===== config.mk =====
export PLATFORM = sky130hd
export DESIGN_NAME = g2u_search
export DESIGN_NICKNAME = d
export VERILOG_FILES = /design/src/rtl/g2u_pkg.sv /design/src/rtl/g2u_search.sv
export SDC_FILE = /design/constraint.sdc
export NUM_CORES = 1
export LEC_CHECK = 0
export BUFFER_PORTS_ARGS = -buffer_cell sky130_fd_sc_hd__buf_2
export CAP_MARGIN = 20
export CORE_ASPECT_RATIO = 1.4
export CORE_MARGIN = 3
export CORE_UTILIZATION = 25
export DETAILED_ROUTE_END_ITERATION = 10
export PLACE_DENSITY = 0.42
export SLEW_MARGIN = 20
export SYNTH_ARGS = -nofsm -noshare
export SYNTH_HDL_FRONTEND = slang
export SYNTH_SLANG_ARGS = --single-unit

===== constraint.sdc =====
create_clock -name clk -period 4 [get_ports clk]
set_input_delay 0.2 -clock clk [delete_from_list [all_inputs] [get_ports clk]]
set_output_delay 0.2 -clock clk [all_outputs]
set_load 0.05 [all_outputs]

===== src/rtl/g2u_pkg.sv =====
// Shared constants, types and helper functions of the GBK to UTF-8 converter.
`default_nettype none
package g2u_pkg;

    // Mapping table geometry.
    localparam int TABLE_DEPTH = 32768;
    localparam int ADDR_W      = $clog2(TABLE_DEPTH);
    localparam int BOUND_W     = ADDR_W + 1;

    // Fixed field widths.
    localparam int ENTRY_IDX_W = 15;
    localparam int CODE_W      = 16;
    localparam int REG_W       = 16;
    localparam int CFG_IDX_W   = 1;

    // Configuration register indexes.
    localparam logic [CFG_IDX_W-1:0] REG_ENTRIES_IN_USE  = 1'b0;
    localparam logic [CFG_IDX_W-1:0] REG_OUTPUT_CAPACITY = 1'b1;

    localparam logic [REG_W-1:0] CAPACITY_RESET = 16'd256;

    // Item commands.
    localparam logic CMD_LOAD = 1'b0;
    localparam logic CMD_TEXT = 1'b1;

    // Byte classes and UTF-8 framing.
    localparam logic [7:0]  ASCII_LIMIT  = 8'h80;
    localparam logic [7:0]  LEAD_MIN     = 8'h81;
    localparam logic [7:0]  LEAD_MAX     = 8'hFE;
    localparam logic [7:0]  TRAIL_MIN    = 8'h40;
    localparam logic [7:0]  TERMINATOR   = 8'h00;
    localparam logic [15:0] TWO_BYTE_LIM = 16'h0800;
    localparam logic [7:0]  LEAD2_MARK   = 8'hC0;
    localparam logic [7:0]  LEAD3_MARK   = 8'hE0;
    localparam logic [7:0]  CONT_MARK    = 8'h80;
    localparam logic [5:0]  CONT_MASK    = 6'h3F;

    // Control of the search unit by the sequencer.
    typedef struct packed {
        logic start;
        logic probe;
        logic compare;
    } srch_ctrl_t;

    // Status of the search unit.
    typedef struct packed {
        logic more;
        logic hit;
        logic below;
    } srch_stat_t;

    // Number of UTF-8 bytes for a code point.
    function automatic logic [1:0] utf8_len(input logic [CODE_W-1:0] cp);
        logic [1:0] len;
        if (cp < {8'h00, ASCII_LIMIT})
        begin
            len = 2'd1;
        end
        else if (cp < TWO_BYTE_LIM)
        begin
            len = 2'd2;
        end
        else
        begin
            len = 2'd3;
        end
        return len;
    endfunction

    // Byte k of the UTF-8 form of cp, whose length is len.
    function automatic logic [7:0] utf8_byte(input logic [CODE_W-1:0] cp,
                                             input logic [1:0]        len,
                                             input logic [1:0]        k);
        logic [7:0] b;
        logic [7:0] cont_lo;
        logic [7:0] cont_mid;
        cont_lo  = CONT_MARK | {2'b00, cp[5:0] & CONT_MASK};
        cont_mid = CONT_MARK | {2'b00, cp[11:6] & CONT_MASK};
        if (len == 2'd1)
        begin
            b = cp[7:0];
        end
        else if (len == 2'd2)
        begin
            b = (k == 2'd0) ? (LEAD2_MARK | {3'b000, cp[10:6]}) : cont_lo;
        end
        else
        begin
            if (k == 2'd0)
            begin
                b = LEAD3_MARK | {4'h0, cp[15:12]};
            end
            else if (k == 2'd1)
            begin
                b = cont_mid;
            end
            else
            begin
                b = cont_lo;
            end
        end
        return b;
    endfunction

endpackage
`default_nettype wire


===== src/rtl/g2u_search.sv =====
// Binary search unit: bounds, midpoint and the equal and less-than key comparators.
`default_nettype none
module g2u_search (
    input  wire logic                       clk,
    input  wire g2u_pkg::srch_ctrl_t        ctrl,
    input  wire logic [g2u_pkg::BOUND_W-1:0] entries,
    input  wire logic [g2u_pkg::CODE_W-1:0]  key,
    input  wire logic [g2u_pkg::CODE_W-1:0]  rd_code,
    output g2u_pkg::srch_stat_t             stat,
    output logic      [g2u_pkg::ADDR_W-1:0]  probe_addr
);
    import g2u_pkg::*;

    // The live window is [lo_reg, hi_reg): hi_reg is one past the upper bound.
    logic [BOUND_W-1:0] lo_reg;
    logic [BOUND_W-1:0] hi_reg;
    logic [ADDR_W-1:0]  mid_reg;
    logic [CODE_W-1:0]  key_reg;
    logic [BOUND_W-1:0] span;
    logic [BOUND_W-1:0] mid_full;

    assign span       = hi_reg - lo_reg - BOUND_W'(1);
    assign mid_full   = lo_reg + (span >> 1);
    assign probe_addr = mid_full[ADDR_W-1:0];

    assign stat.more  = (lo_reg < hi_reg);
    assign stat.hit   = (rd_code == key_reg);
    assign stat.below = (rd_code < key_reg);

    always_ff @(posedge clk)
    begin
        if (ctrl.start)
        begin
            lo_reg  <= '0;
            hi_reg  <= entries;
            key_reg <= key;
        end
        else if (ctrl.compare)
        begin
            if (stat.below)
            begin
                lo_reg <= BOUND_W'(mid_reg) + BOUND_W'(1);
            end
            else if (!stat.hit)
            begin
                hi_reg <= BOUND_W'(mid_reg);
            end
        end
        if (ctrl.probe)
        begin
            mid_reg <= probe_addr;
        end
    end

endmodule
`default_nettype wire


; ---- Word-level counts from Yosys, hierarchy flattened
; Cells that the tools add are included.
[word_totals]
regBits = 63
word_cells = 20
[classes]
n_addsub = 4
n_lt_le_gt_ge = 2
n_eq_ne = 3
mux = 4
reduce_logical = 3
[op_table]
columns = cell, count
row1 = two-way mux 16 bit, 4
row2 = less-than comparator 16 bit, 2
row3 = adder 15 x 1 -> 16 bit (second input constant), 1
row4 = equality test 16 bit, 1
row5 = subtractor 16 x 1 -> 16 bit (second input constant), 1
row6 = subtractor 16 bit, 1
row7 = adder 15 bit, 1
row8 = != test 2 bit (second input constant), 2
row9 = AND reduction 3 bit, 1
row10 = AND reduction 2 bit, 1
row11 = nonzero test 2 bit, 1

; ---- Logic depth before layout (Yosys ltp)
; Gate-level depths: netlist of the first run.
[logic_depth]
ltp_word = 5
depth_mapped = 15

; ---- Least setup slack after synthesis of the first run
; No wires, ideal clock.
[synth_path]
path_type = register -> register
from = register lo_reg[2]
to = register mid_reg[14] (data pin)
arrival_ps = 3576
t_required_ps = 3639
path_slack_ps = 62
stages_incl_launch_ff = 16
synth_period_minus_slack_ps = 3938
cell_sequence = dfxtp_1 > inv_1 > ha_1 > nor2b_1 > o21a_1 > o21a_1 > o21ai_0 > nor2b_1 > xnor2_1 > ha_1 > nor2_1 > o21ai_0 > a41oi_2 > o21ai_0 > a21oi_1 > xnor2_1
[synth_between]
elab_chain_len = 3
[synth_rtl]
columns = element, line_no
row1 = "start, declared", g2u_search.sv:15  ; logic [BOUND_W-1:0] lo_reg;
row2 = "start signal, assigned", g2u_search.sv:42  ; lo_reg <= BOUND_W'(mid_reg) + BOUND_W'(1);
row3 = subtractor 16 bit, g2u_search.sv:22  ; assign span = hi_reg - lo_reg - BOUND_W'(1);
row4 = subtractor 16 x 1 -> 16 bit, g2u_search.sv:22
row5 = adder 15 bit *, g2u_search.sv:23  ; assign mid_full = lo_reg + (span >> 1);
row6 = via probe_addr (one bit), g2u_search.sv:10  ; output logic [g2u_pkg::ADDR_W-1:0] probe_addr
row7 = "end signal, assigned", g2u_search.sv:51  ; mid_reg <= probe_addr;
row8 = "end, declared", g2u_search.sv:17  ; logic [ADDR_W-1:0] mid_reg;
; Mark *: on every way through the listed nets, which the timed path passes. The rest lies on a longest branch.
; A chain may end at the register's enable or synchronous reset.

; ---- Worst setup path after layout of the first run
[layout_path]
from = register hi_reg[0]
to = output port probe_addr[14] in the netlist's numbering
[layout_between]
elab_chain_len = 3
[layout_rtl]
columns = element, line_no
row1 = "start, declared", g2u_search.sv:16  ; logic [BOUND_W-1:0] hi_reg;
row2 = "start signal, assigned", g2u_search.sv:35  ; hi_reg <= entries;
row3 = "start signal, assigned", g2u_search.sv:46  ; hi_reg <= BOUND_W'(mid_reg);
row4 = subtractor 16 bit, g2u_search.sv:22
row5 = subtractor 16 x 1 -> 16 bit, g2u_search.sv:22
row6 = adder 15 bit, g2u_search.sv:23
row7 = "end, declared", g2u_search.sv:10
; No other way between the ends.

==> results of run 1 <==
## per-stage QoR
| step | power (mW) | setup WS, ps | instance area, µm² | util |
|---|---|---|---|---|
| after global placement | 4.05 | 37.9 | 5450 | 0.299 |
| after floorplan | 3.28 | 62.3 | 4720 | - |
| final | 5.19 | 43.3 | 5990 | 0.329 |
| after detailed placement | 4.05 | -16.9 | 5450 | 0.299 |
| after CTS | 5.00 | -37.4 | 5820 | 0.320 |
| after global routing | 5.53 | -135 | 5990 | 0.329 |
## Yosys cell counts, drive strengths merged, types with 5 or more instances
cell type and count:
nor2b 5, nor3 6, a21o 20, a31oi 16
nand4 10, buf 6, inv 56, edfxtp 47
a211oi 19, and3 5, nand3 12, dfxtp 16
mux2 13, xnor2 22, o21ai 21, o21a 8
nor2 13, ha 63, clkbuf 7, nand2 23
a21oi 32, xor2 14
## power breakdown
part	internal (mW)	leakage [nW]	switching, mW
clock	0.480	0.134	0.301
sequential	0.954	0.596	0.169
combinational	1.19	1.90	2.10
## kinds of logic (layout without fill, tap and decap cells)
logic type | after synthesis | after routing | synth area share
AOI/OAI and AO/OA | 135 | 135 | 0.199
and+or+nand+nor | 91 | 91 | 0.102
buffers and inverters | 69 | 172 | 0.0588
adders and majority gates | 65 | 65 | 0.175
DFF | 63 | 63 | 0.367
xor gates and xnor gates | 36 | 36 | 0.0668
muxes | 13 | 13 | 0.0310
## worst reg2reg max path: stages (launching register included)
cell,delay (ps)
edfxtp_1,400
nand2b_4,70
fa_2,350
nor2b_2,130
o21a_1,170
o21a_1,170
o21ai_2,70
a21oi_2,150
xor2_1,220
ha_1,300
a2111oi_2,310
o211ai_1,180
a41oi_2,270
o21ai_1,110
a21oi_2,180
xnor2_2,100
buf_4,160
## final cells by class
| class | count | area share |
|---|---|---|
| sequential | 63 | 0.289 |
| clock buffer | 10 | 0.0382 |
| multi-input combinational | 340 | 0.476 |
| clock inverter | 6 | 0.0104 |
| inverter | 56 | 0.0351 |
| timing repair buffer | 100 | 0.100 |
| tap | 240 | 0.0501 |
## worst min path at each step
stage,startpoint,end,slack (ps),cells past startpoint
floorplan,key[0],key_reg[0]$_DFFE_PP_,300,0
global placement,key[8],key_reg[8]$_DFFE_PP_,380,1
detailed placement,key[9],key_reg[9]$_DFFE_PP_,380,1
CTS,key[5],key_reg[5]$_DFFE_PP_,30,1
global route,key[7],key_reg[7]$_DFFE_PP_,40,1
finish,key[0],key_reg[0]$_DFFE_PP_,40,1
## routing by layer
| metal | part of all wire | vias up |
|---|---|---|
| met2 | 0.51 | 84 |
| met1 | 0.43 | 1755 |
| met3 | 0.043 | 15 |
| met4 | 0.021 | 0 |
| met5 | 0 | - |
| li1 | - | 1920 |
## what timing repair did
item                                    CTS  global route
pin swaps                                11            20
hold buffers                              0             0
setup buffers                             6             6
gates resized for setup                  14            33
endpoints found under the setup margin    6             6
==> summary.txt, run 1 <==
Power
  • Peak supply drop: 394 µV
  • Leakage power of the design: 2.63 nW
  • Pwr/cell area: 867 nW/µm²

STA
  • Actual slew at the worst max-slew pin: 689 ps
  • Setup TNS: 0 ps
  • Relative slew slack: 0.539
  • Tcrit/Tclk final: 0.989
  • Tightest hold margin: 43.1 ps
  • Fin crit period: 3960 ps
  • RSZ-0062 raised after global routing: true
  • Final setup fails: 0
  • Max frequency: 0.253 GHz
  • Final hold viol count: 0
  • Final Skew: 8.92 ps
  • Slew Limit Fails: 0

Cells and area
  • Most common cell after layout, fill and taps aside: buf_2
  • Fillers: 1848
  • P&R area growth vs syn: 26.8%
  • Multi-input logic area: 2850 µm²
  • Final non-filler cell total: 815
  • Layout cell share with drive strength beyond 1: 0.292
  • Commonest non-fill, non-tap cells in the layout: buf_2, ha_1, inv_1, edfxtp_1, buf_4
  • Register area: 1730 µm²
  • Antenna diodes: 0
  • Nets: 687

Global route
  • Gr busiest metal: met2
  • Met3 GRT Util: 0.0211
  • M2 GR Usage: 0.228
  • Largest net degree at the start of global routing: 20
  • First-pass GRT wire length: 20500 µm
  • Met1 usage: 0.158
  • Antenna violations before repair: 0
  • Vias in the first global route: 3926
  • GR Overflow Total: 0
  • GRT Util Overall: 0.130

Place
  • Port Buffer Count: 69
  • Gpl congestion: 0.866
  • Final HPWL DP: 10200 µm
  • Number of cells after detailed placement: 787

Worst hold path
  • Min-delay worst type: in2reg

Synth
  • Dominant cells by area after synthesis: edfxtp_1, ha_1, dfxtp_1
  • Synth async-reset ratio: 0
  • Seq/Total Area, Yosys: 0.367
  • Avg Synthesized Cell Area: 10.0 µm²
  • Yosys top cell area share: 0.299
  • Post-Syn Nets: 589
  • Netlist cell types: 50
  • Ys flop type: edfxtp_1
  • Yosys reg bits: 63
  • Synth warn: 0
  • Cell taking the most area after synthesis: edfxtp_1
  • Cell area after synthesis: 4720 µm²
  • EDFF count, synth: 47
  • Synthesized netlist cell count: 472

Route
  • Vias: 3774
  • Drt total wl: 13000 µm
  • Vias/cell: 4.63
  • Antenna Violating Nets Remaining: 0
  • DRT Pass-1 Iters: 4
  • DRC violations left: 0
  • Per-cell routed wire length: 16.0 µm
  • DRT iter0 DRCs: 108

Floorplan
  • Number of core rows: 58
  • DIE AREA: 20600 µm²
  • I/O Pins: 70
  • Core area: 18200 µm²
  • Initial Utilization: 0.259
  • Die Ht: 169 µm
  • Die width: 122 µm

Worst setup path
  • FF-to-FF Start: hi_reg[0]$_DFFE_PP_
  • Bufs and invs on worst path: 1
  • Critical Path End: probe_addr[14]
  • Max stage delay cell, worst path: edfxtp_1
  • Reg-to-reg slack, setup: 430 ps
  • CP Launch Type: register
  • Worst path top cell family by delay: compound AO/OA/AOI/OAI gates
  • RR Endpoint: mid_reg[14]$_DFFE_PP_
  • Cells along the critical path: nand2b_4, fa_2, nor2b_2, o21a_1, o21a_1, o21ai_2, a21oi_2, xor2_1, ha_1, a2111oi_2, o211ai_1, a41oi_2, o21ai_1, a21oi_2, xnor2_2, buf_6
  • Crit path DAT: 3760 ps
  • FF-to-FF path depth: 16
  • Crit-path max FO: 3
  • CP endpoint kind: output pin
  • Critical path type: reg2out
  • Levels on crit path: 16
  • Worst setup path startpoint: hi_reg[0]$_DFFE_PP_
  • Critical path's largest stage delay: 400 ps
  • Worst EP required: 3800 ps

Run status
  • Run status: complete, no violations

Clocking
  • CTS tree: built
  • Clk sink count: 63
  • Clock Path Buffers: 2
  • Clk pin slew, worst setup/hold paths: 50 ps
  • H-Tree Depth: 3
  • CTS root buf: clkbuf_16
  • Worst-Skew Late Latency: 330 ps
  • Cts bufs inserted: 9

Flow run
  • Max_cap viols: 0
Power figures use the tool's default switching activity.
==> run 2: changes to the inputs <==
--- a/config.mk
+++ b/config.mk
@@ -10,8 +10,10 @@
 export CORE_ASPECT_RATIO = 1.4
 export CORE_MARGIN = 3
 export CORE_UTILIZATION = 25
+export CTS_CLUSTER_SIZE = 10
 export DETAILED_ROUTE_END_ITERATION = 10
 export PLACE_DENSITY = 0.42
+export SETUP_SLACK_MARGIN = 0.15
 export SLEW_MARGIN = 20
 export SYNTH_ARGS = -nofsm -noshare
 export SYNTH_HDL_FRONTEND = slang
==> run 2 against run 1 <==
Utilization up 0.74 points; die area unchanged; non-clock buffer count up 4; via count up 1.2%; sequential cell count unchanged; power up 2.5%; clock power down 10%; clock skew up 1.3 ps; critical endpoint unchanged; highest routed layer unchanged.
==> summary.txt, run 2 (same netlist as run 1, synthesis figures left out) <==
Power
  • Peak supply drop: 418 µV (+6.0%)
  • Leakage power of the design: 2.67 nW (+1.5%)
  • Pwr/cell area: 870 nW/µm² (+0.29%)
  • Total power: 5.32 mW (+2.5%)

Floorplan
  • DIE AREA: 20600 µm² (unchanged)
  • Die Ht: 169 µm (unchanged)
  • I/O Pins: 70 (unchanged)
  • Core area: 18200 µm² (unchanged)
  • Number of core rows: 58 (unchanged)
  • Die width: 122 µm (unchanged)
  • Initial Utilization: 0.259 (unchanged)

Worst hold path
  • Min-delay worst type: in2reg

STA
  • Final setup fails: 0 (unchanged)
  • Tightest hold margin: 46.4 ps (+3.28 ps)
  • Fin crit period: 3890 ps (-69.3 ps)
  • Final Skew: 10.2 ps (+1.31 ps)
  • RSZ-0062 raised after global routing: true
  • Final hold viol count: 0 (unchanged)
  • Actual slew at the worst max-slew pin: 668 ps (-21.0 ps)
  • Relative slew slack: 0.555 (+0.0155)
  • Slew Limit Fails: 0 (unchanged)
  • Max frequency: 0.257 GHz (+1.8%)
  • Tcrit/Tclk final: 0.972 (-0.0173)

Clocking
  • CTS tree: built
  • Worst-Skew Late Latency: 330 ps (about the same)
  • CTS root buf: clkbuf_16
  • Hold buffers post-CTS: 0 (unchanged)
  • H-Tree Depth: 3 (unchanged)
  • Clk pin slew, worst setup/hold paths: 50 ps (about the same)
  • Cts bufs inserted: 9 (unchanged)
  • Clock Path Buffers: 2 (unchanged)
  • Clk sink count: 63 (unchanged)

Route
  • DRC violations left: 0 (unchanged)
  • Per-cell routed wire length: 16.2 µm (+1.2%)
  • Vias/cell: 4.67 (+0.75%)
  • Antenna Violating Nets Remaining: 0 (unchanged)
  • Met2 WL: 6790 µm (+2.3%)
  • Drt total wl: 13300 µm (+1.7%)
  • Top Layer Used: met4
  • DRT iter0 DRCs: 186 (+72%)
  • Vias: 3821 (+1.2%)
  • Met3 Wirelength: 475 µm (-15%)
  • M1 WL: 5710 µm (+2.6%)
  • DRT Pass-1 Iters: 4 (unchanged)

Worst setup path
  • CP Launch Type: register
  • CP endpoint kind: output pin
  • Critical path type: reg2out
  • Crit-path max FO: 3 (unchanged)
  • Crit path DAT: 3690 ps (-70 ps)
  • Worst EP required: 3800 ps (about the same)

Cells and area
  • Most common cell after layout, fill and taps aside: buf_2
  • Nets: 691 (+0.58%)
  • Post-route cell area: 6120 µm² (+2.3%)
  • Finished Core Util: 0.336 (+0.00742)
  • P&R area growth vs syn: 29.7%
  • Antenna diodes: 0 (unchanged)
  • Final non-filler cell total: 819 (+0.49%)
  • Commonest non-fill, non-tap cells in the layout: buf_2, ha_1, inv_1, edfxtp_1, buf_4
  • Layout cell share with drive strength beyond 1: 0.320 (+0.0273)

Global route
  • Vias in the first global route: 4053 (+3.2%)
  • GR Overflow Total: 0 (unchanged)
  • Largest net degree at the start of global routing: 23 (+15%)
  • Antenna violations before repair: 0 (unchanged)
  • GRT Util Overall: 0.132 (+0.00182)
  • First-pass GRT wire length: 21000 µm (+2.2%)

Run status
  • Run status: complete, no violations

Place
  • Placed instance area: 5500 µm² (+0.96%)
  • Final HPWL DP: 10400 µm (+2.0%)
  • Gpl congestion: 0.821 (-5.2%)
  • Number of cells after detailed placement: 792 (+0.64%)
  • Port Buffer Count: 69 (unchanged)

Flow run
  • Max_cap viols: 0 (unchanged)
[run 2: repair_timing]
action                                  in CTS  in global routing
endpoints found under the setup margin       8                  8
hold endpoints to repair                     0                  0
setup buffers                                4                  7
resized for setup                           30                 34
pin swaps                                   12                 22
[run 2: metal layers]
metal | vias to the layer above | global-route usage
met4 | 0 | 0.0473
li1 | 1926 | -
met5 | - | 0
met2 | 77 | 0.233
met3 | 15 | 0.0237
met1 | 1803 | 0.159
[run 2: worst max-delay path: stages (launching register included)]
cell and delay (ps):
edfxtp_1 430, ha_4 270, nor2b_2 160, o21a_1 180, buf_4 130, o211ai_1 150
buf_4 150, nand2_1 100, o41ai_4 360, xnor2_2 170, ha_1 300, a21o_1 200
a21oi_1 180, o21ai_2 80, a21oi_2 170, xnor2_2 150, buf_6 190
[run 2: path summary, 6_finish.rpt]
| path | cells after the start | endpoint | startpoint | slack (ps) |
|---|---|---|---|---|
| hold reg to reg | 2 | lo_reg[10]$_SDFFE_PP0P_ | mid_reg[10]$_DFFE_PP_ | 590 |
| hold / removal | 1 | key_reg[12]$_DFFE_PP_ | key[12] | 50 |
| setup reg to reg | 15 | mid_reg[14]$_DFFE_PP_ | hi_reg[2]$_DFFE_PP_ | 610 |
| setup / recovery | 16 | probe_addr[14] | hi_reg[2]$_DFFE_PP_ | 110 |
[run 2: layout make-up]
cell class	count	area, µm²
inverter	56	210
fill	1873	12100
sequential	63	1730
multi-input combinational	340	2970
clock buffer	9	225
clock inverter	7	40.0
timing repair buffer	104	648
tap	240	300
[run 2: report_power, final]
group | internal [mW] | switching, mW
clock network | 0.412 | 0.291
logic | 1.33 | 2.18
registers | 0.955 | 0.162
total | 2.69 | 2.63
[run 2: metrics by stage]
stage	setup slack (ps)	TNS, ps
2_1_floorplan	215	0
3_3_place_gp	50.2	0
3_5_place_dp	-5.29	-5.29
4_1_cts	114	0
5_1_grt	-115	-234
6_report	113	0
